File: src/rtl/lpfs_pkg.sv
// Package for the laser point frame sequencer.
// Widths, codes, transaction structs and small helpers shared by all rtl/ modules.
// No dependencies.
`default_nettype none

package lpfs_pkg;

  localparam int MAX_POINTS = 64;
  localparam int ADDR_W     = (MAX_POINTS > 1) ? $clog2(MAX_POINTS) : 1;
  localparam int PT_W       = $clog2(MAX_POINTS + 1);
  localparam int COORD_W    = 12;
  localparam int ENTRY_W    = 2 * COORD_W;
  localparam int CNT_W      = 16;
  localparam int LVL_W      = 8;

  localparam int FPS_W      = 10;
  localparam int PPS_W      = 16;
  localparam int TUS_W      = 20;
  localparam int CFG_IDX_W  = 3;
  localparam int CFG_DATA_W = 20;

  localparam logic [FPS_W-1:0] FPS_RESET = FPS_W'(30);
  localparam logic [PPS_W-1:0] PPS_RESET = PPS_W'(30000);

  // frame sizing arithmetic
  localparam int DEN_PROD_W = FPS_W + PT_W;
  localparam int PROD_W     = TUS_W + PPS_W;
  localparam int DIV_NUM_W  = PPS_W + 2;
  localparam int DIV_DEN_W  = 22;
  localparam int DIV_CNT_W  = $clog2(DIV_NUM_W + 1);
  localparam int US_PER_S   = 1000000;

  // transition count: (prod + 500000) / 1e6 as a shift by 6 and a multiply by
  // the reciprocal of 15625; exact for shifted sums below 2^30, larger sums
  // saturate before the multiply is used
  localparam int BLANK_SUM_W  = PROD_W + 1;
  localparam int BLANK_PRE_SH = 6;
  localparam int BLANK_NUM_W  = 30;
  localparam int RECIP_W      = 31;
  localparam int RECIP_SH     = 44;
  localparam int BLANK_PROD_W = BLANK_NUM_W + RECIP_W;
  localparam logic [RECIP_W-1:0]     RECIP_15625 = 31'd1125899907;
  localparam logic [BLANK_SUM_W-1:0] BLANK_RND   = BLANK_SUM_W'(US_PER_S / 2);
  localparam logic [BLANK_SUM_W-1:0] BLANK_SAT   = BLANK_SUM_W'(64'(US_PER_S) << CNT_W);

  typedef enum logic [1:0] {
    ACT_PUSH   = 2'd0,
    ACT_POP    = 2'd1,
    ACT_CLEAR  = 2'd2,
    ACT_SAMPLE = 2'd3
  } action_t;

  typedef enum logic [CFG_IDX_W-1:0] {
    REG_FPS       = 3'd0,
    REG_PPS       = 3'd1,
    REG_TRANS_US  = 3'd2,
    REG_RED       = 3'd3,
    REG_GREEN     = 3'd4,
    REG_BLUE      = 3'd5,
    REG_INTENSITY = 3'd6
  } cfg_reg_t;

  typedef enum logic [3:0] {
    ST_IDLE,
    ST_EXEC,
    ST_MUL,
    ST_SEP_GO,
    ST_SEP_WAIT,
    ST_BLANK_GO,
    ST_BLANK_WAIT,
    ST_FETCH,
    ST_EMIT
  } state_t;

  typedef struct packed {
    action_t              action;
    logic [COORD_W-1:0]   point_x;
    logic [COORD_W-1:0]   point_y;
  } in_item_t;

  typedef struct packed {
    logic [COORD_W-1:0]   laser_x;
    logic [COORD_W-1:0]   laser_y;
    logic [LVL_W-1:0]     red_out;
    logic [LVL_W-1:0]     green_out;
    logic [LVL_W-1:0]     blue_out;
    logic [LVL_W-1:0]     intensity_out;
    logic                 sample_valid;
    logic                 frame_end;
    logic [PT_W-1:0]      stored_points;
    logic                 push_dropped;
  } out_item_t;

  typedef struct packed {
    logic                 start;
    logic [DIV_NUM_W-1:0] num;
    logic [DIV_DEN_W-1:0] den;
  } div_req_t;

  // clip a quotient to the 16-bit count range
  function automatic logic [CNT_W-1:0] sat_count(input logic [DIV_NUM_W-1:0] q);
    logic [CNT_W-1:0] r;
    if (q[DIV_NUM_W-1:CNT_W] != '0) begin
      r = '1;
    end else begin
      r = q[CNT_W-1:0];
    end
    return r;
  endfunction

endpackage

`default_nettype wire

File: src/rtl/lpfs_point_ram.sv
// Point store: single write port, single read port, registered read data.
// Depends on lpfs_pkg for depth and entry width.
`default_nettype none

module lpfs_point_ram
  import lpfs_pkg::*;
(
  input  wire logic               clk,
  input  wire logic               we,
  input  wire logic [ADDR_W-1:0]  waddr,
  input  wire logic [ENTRY_W-1:0] wdata,
  input  wire logic               re,
  input  wire logic [ADDR_W-1:0]  raddr,
  output logic      [ENTRY_W-1:0] rdata
);

  logic [ENTRY_W-1:0] mem [MAX_POINTS];

  always_ff @(posedge clk) begin
    if (we) begin
      mem[waddr] <= wdata;
    end
  end

  always_ff @(posedge clk) begin
    if (re) begin
      rdata <= mem[raddr];
    end
  end

endmodule

`default_nettype wire

File: src/rtl/lpfs_divider.sv
// Restoring divider, one quotient bit per cycle, for frame sizing.
// Depends on lpfs_pkg for operand widths and the request struct.
`default_nettype none

module lpfs_divider
  import lpfs_pkg::*;
(
  input  wire logic                 clk,
  input  wire logic                 rst,
  input  wire div_req_t             req,
  output logic                      done,
  output logic      [DIV_NUM_W-1:0] quot
);

  logic                 run;
  logic [DIV_CNT_W-1:0] cnt;
  logic [DIV_DEN_W-1:0] rem;
  logic [DIV_DEN_W-1:0] den;
  logic [DIV_DEN_W:0]   rem_sh;
  logic [DIV_DEN_W:0]   diff;
  logic                 ge;
  logic [DIV_DEN_W-1:0] rem_next;

  always_comb begin
    rem_sh   = {rem, quot[DIV_NUM_W-1]};
    diff     = rem_sh - {1'b0, den};
    ge       = (rem_sh >= {1'b0, den});
    rem_next = ge ? diff[DIV_DEN_W-1:0] : rem_sh[DIV_DEN_W-1:0];
  end

  always_ff @(posedge clk) begin
    if (rst) begin
      run  <= 1'b0;
      done <= 1'b0;
      cnt  <= '0;
    end else begin
      done <= 1'b0;
      if (req.start) begin
        run <= 1'b1;
        cnt <= DIV_CNT_W'(DIV_NUM_W);
      end else if (run) begin
        cnt <= cnt - 1'b1;
        if (cnt == DIV_CNT_W'(1)) begin
          run  <= 1'b0;
          done <= 1'b1;
        end
      end
    end
  end

  always_ff @(posedge clk) begin
    if (req.start) begin
      rem  <= '0;
      quot <= req.num;
      den  <= req.den;
    end else if (run) begin
      rem  <= rem_next;
      quot <= {quot[DIV_NUM_W-2:0], ge};
    end
  end

endmodule

`default_nettype wire

File: src/rtl/laser_point_frame_sequencer.sv
// Laser point frame sequencer, top level.
// Depends on lpfs_pkg, lpfs_point_ram and lpfs_divider.
//
// Usage:
//   A transaction is taken on start while busy is low; item carries the action
//   (push, pop, clear, next sample) and the point for a push. Exactly one
//   result comes back on result, marked by a one-cycle result_valid strobe;
//   busy drops in the same cycle, so the next start may follow at once.
//   Push, pop and clear answer from the execute state; a next-sample within a
//   frame adds one point-store read; the next-sample that starts a frame also
//   runs the 18-step bit-serial division for samples per point and then the
//   blanked transition count (shift, then reciprocal multiply) before the read.
//   One transaction is in flight at a time.
//   Registers are written through cfg_we/cfg_index/cfg_data; fps, pps and
//   transition writes take effect for the next frame, level writes at once.
//   Reset (rst, synchronous) empties the store, restarts the frame and loads
//   30 fps, 30000 pps, all else zero.
//   The receiver cannot stall: each result is shown for one cycle only.
`default_nettype none

module laser_point_frame_sequencer
  import lpfs_pkg::*;
(
  input  wire logic                  clk,
  input  wire logic                  rst,
  input  wire logic                  start,
  output logic                       busy,
  input  wire in_item_t              item,
  output logic                       result_valid,
  output out_item_t                  result,
  input  wire logic                  cfg_we,
  input  wire logic [CFG_IDX_W-1:0]  cfg_index,
  input  wire logic [CFG_DATA_W-1:0] cfg_data
);

  // configuration
  logic [FPS_W-1:0] fps;
  logic [PPS_W-1:0] pps;
  logic [TUS_W-1:0] trans_us;
  logic [LVL_W-1:0] red_lvl;
  logic [LVL_W-1:0] green_lvl;
  logic [LVL_W-1:0] blue_lvl;
  logic [LVL_W-1:0] int_lvl;

  always_ff @(posedge clk) begin
    if (rst) begin
      fps       <= FPS_RESET;
      pps       <= PPS_RESET;
      trans_us  <= '0;
      red_lvl   <= '0;
      green_lvl <= '0;
      blue_lvl  <= '0;
      int_lvl   <= '0;
    end else if (cfg_we) begin
      unique case (cfg_index)
        REG_FPS:       fps       <= cfg_data[FPS_W-1:0];
        REG_PPS:       pps       <= cfg_data[PPS_W-1:0];
        REG_TRANS_US:  trans_us  <= cfg_data[TUS_W-1:0];
        REG_RED:       red_lvl   <= cfg_data[LVL_W-1:0];
        REG_GREEN:     green_lvl <= cfg_data[LVL_W-1:0];
        REG_BLUE:      blue_lvl  <= cfg_data[LVL_W-1:0];
        REG_INTENSITY: int_lvl   <= cfg_data[LVL_W-1:0];
        default: ;
      endcase
    end
  end

  // sequencer state
  state_t                state;
  state_t                state_next;
  in_item_t              item_q;
  logic [PT_W-1:0]       total;
  logic [ADDR_W-1:0]     cur;
  logic [CNT_W-1:0]      sip;
  logic [CNT_W-1:0]      sep;
  logic [CNT_W-1:0]      blank_cnt;
  logic [DEN_PROD_W-1:0] den_q;
  logic [PROD_W-1:0]     prod_q;
  logic [BLANK_NUM_W-1:0] blank_num;
  logic                  blank_sat;

  logic                  full;
  logic                  frame_start;
  logic [FPS_W-1:0]      fps_eff;
  logic [PT_W-1:0]       total_edit;
  logic [CNT_W:0]        sip_inc;
  logic [PT_W-1:0]       cur_inc;
  logic                  point_done;
  logic                  last_point;
  logic                  blanked;
  logic                  mem_we;
  logic                  mem_re;
  logic [ENTRY_W-1:0]    mem_rdata;
  div_req_t              div_req;
  logic                  div_done;
  logic [DIV_NUM_W-1:0]  div_quot;
  logic [BLANK_SUM_W-1:0] blank_sum;
  logic [BLANK_PROD_W-1:0] blank_prod;
  out_item_t             edit_res;
  out_item_t             emit_res;

  lpfs_point_ram u_ram (
    .clk   (clk),
    .we    (mem_we),
    .waddr (total[ADDR_W-1:0]),
    .wdata ({item_q.point_x, item_q.point_y}),
    .re    (mem_re),
    .raddr (cur),
    .rdata (mem_rdata)
  );

  lpfs_divider u_div (
    .clk  (clk),
    .rst  (rst),
    .req  (div_req),
    .done (div_done),
    .quot (div_quot)
  );

  always_comb begin
    full        = (total == PT_W'(MAX_POINTS));
    frame_start = (cur == '0) && (sip == '0);
    fps_eff     = (fps == '0) ? FPS_W'(1) : fps;
    sip_inc     = {1'b0, sip} + 1'b1;
    cur_inc     = PT_W'(cur) + 1'b1;
    point_done  = (sip_inc >= {1'b0, sep});
    last_point  = (cur_inc >= total);
    blanked     = (total > PT_W'(1)) && (sip < blank_cnt);
    blank_sum   = {1'b0, prod_q} + BLANK_RND;
    blank_prod  = BLANK_PROD_W'(blank_num) * BLANK_PROD_W'(RECIP_15625);

    case (item_q.action)
      ACT_PUSH:  total_edit = full ? total : total + 1'b1;
      ACT_POP:   total_edit = (total == '0) ? total : total - 1'b1;
      default:   total_edit = '0;
    endcase

    edit_res               = '0;
    edit_res.stored_points = total_edit;
    edit_res.push_dropped  = (item_q.action == ACT_PUSH) && full;

    emit_res               = '0;
    emit_res.stored_points = total;
    if (sep != '0) begin
      emit_res.sample_valid = 1'b1;
      emit_res.frame_end    = point_done && ((total == '0) || last_point);
      if (total != '0) begin
        emit_res.laser_x = mem_rdata[ENTRY_W-1:COORD_W];
        emit_res.laser_y = mem_rdata[COORD_W-1:0];
        if (!blanked) begin
          emit_res.red_out       = red_lvl;
          emit_res.green_out     = green_lvl;
          emit_res.blue_out      = blue_lvl;
          emit_res.intensity_out = int_lvl;
        end
      end
    end
  end

  always_ff @(posedge clk) begin
    if (rst) begin
      state <= ST_IDLE;
    end else begin
      state <= state_next;
    end
  end

  always_comb begin
    state_next  = state;
    busy        = (state != ST_IDLE);
    mem_we      = 1'b0;
    mem_re      = 1'b0;
    div_req     = '0;
    unique case (state)
      ST_IDLE: begin
        if (start) begin
          state_next = ST_EXEC;
        end
      end
      ST_EXEC: begin
        if (item_q.action != ACT_SAMPLE) begin
          mem_we     = (item_q.action == ACT_PUSH) && !full;
          state_next = ST_IDLE;
        end else if (frame_start) begin
          state_next = ST_MUL;
        end else begin
          state_next = ST_FETCH;
        end
      end
      ST_MUL: begin
        state_next = ST_SEP_GO;
      end
      ST_SEP_GO: begin
        div_req.start = 1'b1;
        div_req.num   = DIV_NUM_W'({pps, 1'b0}) + DIV_NUM_W'(den_q);
        div_req.den   = DIV_DEN_W'({den_q, 1'b0});
        state_next    = ST_SEP_WAIT;
      end
      ST_SEP_WAIT: begin
        if (div_done) begin
          state_next = ST_BLANK_GO;
        end
      end
      ST_BLANK_GO: begin
        state_next = ST_BLANK_WAIT;
      end
      ST_BLANK_WAIT: begin
        state_next = ST_FETCH;
      end
      ST_FETCH: begin
        mem_re     = 1'b1;
        state_next = ST_EMIT;
      end
      ST_EMIT: begin
        state_next = ST_IDLE;
      end
      default: begin
        state_next = ST_IDLE;
      end
    endcase
  end

  always_ff @(posedge clk) begin
    if (state == ST_IDLE) begin
      item_q <= item;
    end
    if (state == ST_MUL) begin
      den_q  <= (total == '0) ? DEN_PROD_W'(fps_eff)
                              : DEN_PROD_W'(fps_eff) * DEN_PROD_W'(total);
      prod_q <= PROD_W'(trans_us) * PROD_W'(pps);
    end
    if (state == ST_BLANK_GO) begin
      blank_num <= blank_sum[BLANK_PRE_SH +: BLANK_NUM_W];
      blank_sat <= (blank_sum >= BLANK_SAT);
    end
    if (state == ST_EXEC) begin
      result <= edit_res;
    end else if (state == ST_EMIT) begin
      result <= emit_res;
    end
  end

  always_ff @(posedge clk) begin
    if (rst) begin
      total        <= '0;
      cur          <= '0;
      sip          <= '0;
      sep          <= '0;
      blank_cnt    <= '0;
      result_valid <= 1'b0;
    end else begin
      result_valid <= 1'b0;
      unique case (state)
        ST_EXEC: begin
          if (item_q.action != ACT_SAMPLE) begin
            total        <= total_edit;
            cur          <= '0;
            sip          <= '0;
            result_valid <= 1'b1;
          end
        end
        ST_SEP_WAIT: begin
          if (div_done) begin
            sep <= sat_count(div_quot);
          end
        end
        ST_BLANK_WAIT: begin
          blank_cnt <= blank_sat ? '1 : blank_prod[RECIP_SH +: CNT_W];
        end
        ST_EMIT: begin
          result_valid <= 1'b1;
          if (sep != '0) begin
            if (point_done) begin
              sip <= '0;
              if (total != '0) begin
                cur <= last_point ? '0 : cur_inc[ADDR_W-1:0];
              end
            end else begin
              sip <= sip_inc[CNT_W-1:0];
            end
          end
        end
        default: ;
      endcase
    end
  end

  // checks
  a_result_after_work: assert property (@(posedge clk) disable iff (rst)
    result_valid |-> $past(busy))
    else $error("result strobe without a transaction in flight");

  a_accept_goes_busy: assert property (@(posedge clk) disable iff (rst)
    (start && !busy) |=> busy)
    else $error("accepted transaction did not raise busy");

  a_drop_only_full: assert property (@(posedge clk) disable iff (rst)
    (result_valid && result.push_dropped) |-> (result.stored_points == PT_W'(MAX_POINTS)))
    else $error("push dropped while the store had room");

  a_frame_end_valid: assert property (@(posedge clk) disable iff (rst)
    (result_valid && result.frame_end) |-> result.sample_valid)
    else $error("frame end flagged on a result without a sample");

endmodule

`default_nettype wire

File: config.mk
export PLATFORM = sky130hd
export DESIGN_NAME = laser_point_frame_sequencer
export DESIGN_NICKNAME = d
export VERILOG_FILES = /design/src/rtl/lpfs_pkg.sv /design/src/rtl/lpfs_point_ram.sv /design/src/rtl/lpfs_divider.sv /design/src/rtl/laser_point_frame_sequencer.sv
export SDC_FILE = /design/constraint.sdc
export NUM_CORES = 2
export LEC_CHECK = 0
export BUFFER_PORTS_ARGS = -buffer_cell sky130_fd_sc_hd__buf_4
export CAP_MARGIN = 20
export CORE_UTILIZATION = 24
export CTS_CLUSTER_SIZE = 8
export DETAILED_ROUTE_END_ITERATION = 6
export GPL_ROUTABILITY_DRIVEN = 0
export GPL_TIMING_DRIVEN = 0
export PLACE_DENSITY = 0.47
export SLEW_MARGIN = 10
export SYNTH_ARGS = -nofsm -noshare
export SYNTH_HDL_FRONTEND = slang
export SYNTH_SLANG_ARGS = --single-unit
File: constraint.sdc
create_clock -name clk -period 18.6 [get_ports clk]
set_input_delay 0.93 -clock clk [delete_from_list [all_inputs] [get_ports clk]]
set_output_delay 0.93 -clock clk [all_outputs]
set_load 0.005 [all_outputs]
# Word level (Yosys, flattened, before mapping)
# Memory sizes are Yosys's and may differ from the RTL's. A register that Yosys moved wholly into a read port is not among the register bits.
# Index checks and enable logic that the tools add are counted.
# classes
add_sub_neg	8
mul	3
n_lt_le_gt_ge	6
n_eq_ne	24
n_mux	44
bitwise_logic	1
n_reduce_logical	34
# ops
operator	count
16-bit two-way mux	5
30-bit by 31-bit multiplier with 60-bit output, second input constant	1
58-bit two-way mux	1
56-bit two-way mux	1
41-bit two-way mux	1
36-bit by 19-bit adder with 37-bit output, second input constant	1
37-bit by 36-bit >= comparator with 1-bit output, second input constant	1
20-bit by 16-bit multiplier with 36-bit output	1
18-bit two-way mux	2
32-bit two-way mux	1
16-bit case mux with 2 select lines	1
4-bit case mux with 8 select lines	1
6-bit two-way mux	5
23-bit by 22-bit >= comparator with 1-bit output	1
22-bit two-way mux	1
22-bit subtractor	1
10-bit two-way mux	2
2-bit AND reduction	10
17-bit by 17-bit adder with 18-bit output	1
16-bit by 1-bit adder with 17-bit output, second input constant	1
17-bit by 16-bit >= comparator with 1-bit output	1
10-bit by 7-bit multiplier with 17-bit output	1
4-bit by 3-bit == test with 1-bit output, second input constant	4
16-bit zero test	1
other kinds (45)	74
# totals
ff_bits	389
ramBits	1536
in_bits	53
output_inout_bits	68
wordCells	161
memories	1
# mem_list
memory	words	width	read_ports	rd_ports_with_merged_regs	wr	line	text
u_ram.mem	64	24	1	1	1	lpfs_point_ram.sv:17	logic [ENTRY_W-1:0] mem [MAX_POINTS];

# Depth between registers and ports, before layout
# logic_depth
depth_word	7
mapped_depth	26
ltp_nobuf	26

# Cells and area by module
# From an unflattened synthesis, not the netlist that was laid out.
# unflattened
hier_cells	7126
hier_area_um2	102913.7
# modules_own_cells
module	instances	cells_per_inst	area_per_inst_um2	seq_area_each_um2
lpfs_point_ram	1	2610	59535.8	46844.9
laser_point_frame_sequencer	1	4132	39472.9	7437.1
lpfs_divider	1	384	3905.0	1781.7

# Least setup slack after synthesis
# No wires, ideal clock.
# synth_path
path_type	register to register
from	reg blank_num[9]
to	reg blank_cnt[11]
setup_time_ns	0.128
arrival_ns	6.883
required_time_ns	18.472
slack_ns	11.589
stages_incl_launch_ff	25
path_buffers	0
period_less_slack_ns	7.011
path_cell_list	edfxtp_1 fa_1 inv_1 fa_1 fa_1 inv_1 fa_1 inv_1 fa_1 inv_1 fa_1 fa_1 inv_1 fa_1 inv_1 ha_1 a41oi_1 o21ai_0 a21oi_1 nor3_1 a2111o_2 o41ai_4 o21ai_2 a2111oi_2 nor3_1
# synth_via
elab_chain_len	2
# synth_lines
element	line	text
start, declared	laser_point_frame_sequencer.sv:79	logic [BLANK_NUM_W-1:0] blank_num;
start signal, assigned	laser_point_frame_sequencer.sv:233	blank_num <= blank_sum[BLANK_PRE_SH +: BLANK_NUM_W];
30-bit by 31-bit multiplier with 60-bit output	laser_point_frame_sequencer.sv:130	blank_prod = BLANK_PROD_W'(blank_num) * BLANK_PROD_W'(RECIP_15625);
16-bit two-way mux	laser_point_frame_sequencer.sv:268	blank_cnt <= blank_sat ? '1 : blank_prod[RECIP_SH +: CNT_W];
end signal, assigned	laser_point_frame_sequencer.sv:268	
end, declared	laser_point_frame_sequencer.sv:76	logic [CNT_W-1:0] blank_cnt;
# Every way passes these cells.
# A chain may end at the register's enable or synchronous reset.

# Worst setup path in the final report
# layout_path
from	reg blank_num[6]
to	reg blank_cnt[15]
# Same word-level chain as after synthesis.

==> metrics.csv <==
metric;value;unit
pwr/cell area;84.92;mW/mm2
fillers;42470;
Total GRT Usage;14.51;%
TritonRoute pass-1 iters;5;
crit path capture type;register;
number of distinct library cells after synthesis;93;
maximum clock rate;0.1137;GHz
Core Rows;239;
Largest delay share family, worst path;adder cells;
Final Critical Period;8.795;ns
nets@finish;8649;
initial antenna violation count;28;
Final Max Tran Viols;0;
hold worst-path end;item_q[4];
antenna-violating nets left;0;
Main synth FF type;edfxtp_1;
share of layout cells above drive strength 1;16.56;%
Worst Path Max Fanout;7;
die area;0.4293;mm2
worst slew pin tran;1.239;ns
via-per-instance ratio;4.500;
part of the cycle the worst path needs;47.28;%
setup slack, reg-to-reg;9.81;ns
flip-flop and latch area;0.05591;mm2
Syn Area/Cell;14.88;um2
Post-Syn Area;0.1024;mm2
global-route wire length before repair;451600;um
TritonCTS Sinks;1939;
Post-synth EDFFs;1708;
critical path class;register to register;
Critical Path Start;blank_num[6];
Buffers on Ports;118;
Psw;2.391;mW
Crit path arrival time;9.39;ns
area of the multi-input gates;0.04256;mm2
Hold Vio Cnt, Final;0;
number of synthesis warnings;0;
reg2reg start;blank_num[6];
FF+latch count, synth;1939;
vias;59470;
Die Span Y;655.2;um
num ports;121;
critical path's slowest cell;a31oi_1;
post-cts resize count;0;
Buf+Inv Stages, Crit Path;4;
Fin Clk Skew;0.08023;ns
Clk Latency, worst-skew pair;0.86;ns
status;completed;
sequential area share after synthesis;54.60;%
clk slew on worst S/H paths;0.05;ns
TNS Setup;0;ns
DRC viols;0;
DP Area;0.1140;mm2
Max H-tree Level;5;
Hold Path Class;input pin to register;
RR Endpoint;blank_cnt[15];
GRT overflow;0;
slew margin rel.;17.40;%
min-delay src;item[4];
Core ar.;0.4243;mm2
internal power;7.966;mW
clock root cell;clkbuf_16;
vias in the first global route;63000;
chip width;655.2;um
Initial Utilization;24.13;%
Synth Instances;6883;
Initial DRC Count;5091;
RSZ-0062 raised after global routing;no;
Mapped Nets;8088;
crit start category;register;
Max VDD drop;0.06984;mV
DR WL/cell;23.77;um
CTS tree;built;
LEAKAGE;43.57;nW
largest net degree at the start of global routing;33;
Cell Chain, Critical Path;fa_1 -> inv_1 -> fa_1 -> fa_1 -> inv_1 -> fa_1 -> inv_1 -> fa_1 -> fa_1 -> inv_1 -> fa_1 -> ha_1 -> ha_1 -> nand4_1 -> nor4_2 -> nand3_1 -> a31oi_1 -> o2111ai_1 -> a21oi_1 -> nor2_1 -> a2111oi_0 -> a2111oi_1;
Setup Fix Bufs, Post-CTS;0;
Async SR Flop Fraction;0;%
Worst Path Required;19.20;ns
cell mode on critical path;fa_1;
CTS Hold Buffers Added;0;
post-DP HPWL;242000;um
Switching Fraction;23.08;%
slowest stage delay, CP;0.89;ns
power share of the combinational group;7.6;%
clock share of power;45.2;%
most frequent cells in the layout;edfxtp_1 (1708), inv_1 (877), fa_1 (601);
final instance area;0.1220;mm2
MaxCap Viol Count;0;
R2R cell count;22;
WL final;314100;um
sequential power share;47.2;%
Layout area overhead;19.08;%
Hold Crit Depth;1;
CTS Buffer Depth;4;
most common cell after layout, fill and taps aside;edfxtp_1;
setup violators final;0;
CTS buffer count;287;
cells in the mapped netlist (7+ instances only):
cell | count | share of area [%]
a31oi_1 | 18 | 0.11
mux4_2 | 504 | 11
nor2b_1 | 23 | 0.14
dfxtp_1 | 231 | 4.5
o31ai_1 | 12 | 0.088
nand4_1 | 19 | 0.12
nor4b_1 | 7 | 0.060
ha_1 | 551 | 6.7
nand2_1 | 554 | 2.0
o21bai_1 | 11 | 0.081
o211ai_1 | 11 | 0.081
a32oi_1 | 37 | 0.32
a22o_1 | 26 | 0.22
or2_2 | 10 | 0.061
nor3_1 | 64 | 0.31
a22oi_1 | 15 | 0.11
nor2_1 | 254 | 0.93
o21ai_0 | 127 | 0.62
nand2b_1 | 23 | 0.14
nor4_1 | 15 | 0.092
a21o_1 | 66 | 0.48
xor2_1 | 55 | 0.47
edfxtp_1 | 1708 | 50
or3_1 | 11 | 0.067
a211o_1 | 8 | 0.068
a21oi_1 | 201 | 0.98
a21boi_0 | 8 | 0.059
clkbuf_1 | 210 | 0.77
and3_1 | 35 | 0.21
xnor2_1 | 75 | 0.64
nand3_1 | 101 | 0.49
and2_1 | 158 | 0.97
o21a_1 | 24 | 0.18
a211oi_1 | 33 | 0.24
buf_2 | 46 | 0.22
buf_1 | 25 | 0.092
mux2i_1 | 7 | 0.068
inv_1 | 877 | 3.2
fa_1 | 601 | 12
nand3b_1 | 15 | 0.11
worst max-delay path by stage:
stage	endpoint	slack [ns]	cells past startpoint
floorplan	blank_cnt[11]	11.59	24
global placement	prod_q[15]	9.06	2
detailed placement	blank_cnt[15]	9.86	24
CTS	blank_cnt[15]	9.81	24
global route	blank_cnt[15]	9.36	24
finish	blank_cnt[15]	9.81	22
final cells by class:
type                    count  share of cell area [%]
diodes                     11                 0.02257
plain buffers             283                  0.9306
clock buffers             365                   6.260
clock inverters            21                  0.2062
inverters                 881                   2.712
multi-input cells        3780                   34.90
flip-flops and latches   1939                   45.85
well taps                5663                   5.810
repair buffers            272                   3.308
flip-flops by register name, summed over array words and instances (netlist names), 4 cells and up:
name	count
u_div.rem	22
item_q	26
u_div.den	17
den_q	17
cur	6
fps	10
blank_cnt	16
u_ram.mem	1536
u_ram.rdata	24
red_lvl	8
blank_num	30
state	4
result	66
pps	16
sip	16
trans_us	20
u_div.quot	18
blue_lvl	8
u_div.cnt	5
green_lvl	8
int_lvl	8
total	7
sep	16
prod_q	31
cells by family after synthesis:
logic type | Yosys count | synth area share [%]
flip-flops | 1939 | 54.60
multiplexers | 513 | 11.17
AND/OR/NAND/NOR | 1319 | 6.016
AO/OA/AOI/OAI | 666 | 4.287
buffers and inverters | 1164 | 4.331
adder cells (fa/ha/maj) | 1152 | 18.48
XOR/XNOR | 130 | 1.112
through the flow:
step                      setup WS (ns)  hold WS, ns  power (mW)  util, %  instances
after global routing              9.361       0.2139       10.71    28.74      13210
final                             9.805       0.2637       10.36    28.74      13220
after detailed placement          9.856       0.4436       5.754    26.86      12810
after floorplan                   11.59       0.4358       5.420        -       6883
after global placement            9.061       0.4433       5.685    26.01      12660
after CTS                         9.811       0.1934       10.47    28.72      13200
power groups by stage:
stage,Clock (mW),Sequential [mW],Combinational (mW)
after floorplan,0,4.98,0.438
after global placement,0,5.06,0.623
after detailed placement,0,4.97,0.787
after CTS,4.80,4.88,0.792
after global routing,4.96,4.89,0.870
final,4.69,4.88,0.786
routing by layer:
| metal | vias to the layer above | track usage [%] | share of wire [%] | wire length [um] |
|---|---|---|---|---|
| met5 | - | 0 | 0.013 | 41 |
| met4 | 6 | 3.653 | 2.5 | 7927 |
| met3 | 386 | 1.968 | 4.7 | 14900 |
| met2 | 1523 | 25.53 | 51 | 159600 |
| met1 | 31480 | 18.71 | 42 | 131600 |
| li1 | 26070 | - | - | - |
worst register-to-register path, cell delays in order, from the launching register on:
cell	delay [ns]
edfxtp_1	0.62
fa_1	0.74
inv_1	0.13
fa_1	0.57
fa_1	0.58
inv_1	0.06
fa_1	0.53
inv_1	0.06
fa_1	0.50
fa_1	0.50
inv_1	0.05
fa_1	0.45
ha_1	0.29
ha_1	0.48
nand4_1	0.26
nor4_2	0.34
nand3_1	0.19
a31oi_1	0.89
o2111ai_1	0.36
a21oi_1	0.37
nor2_1	0.12
a2111oi_0	0.40
a2111oi_1	0.11
(Power assumes the default switching activity.)
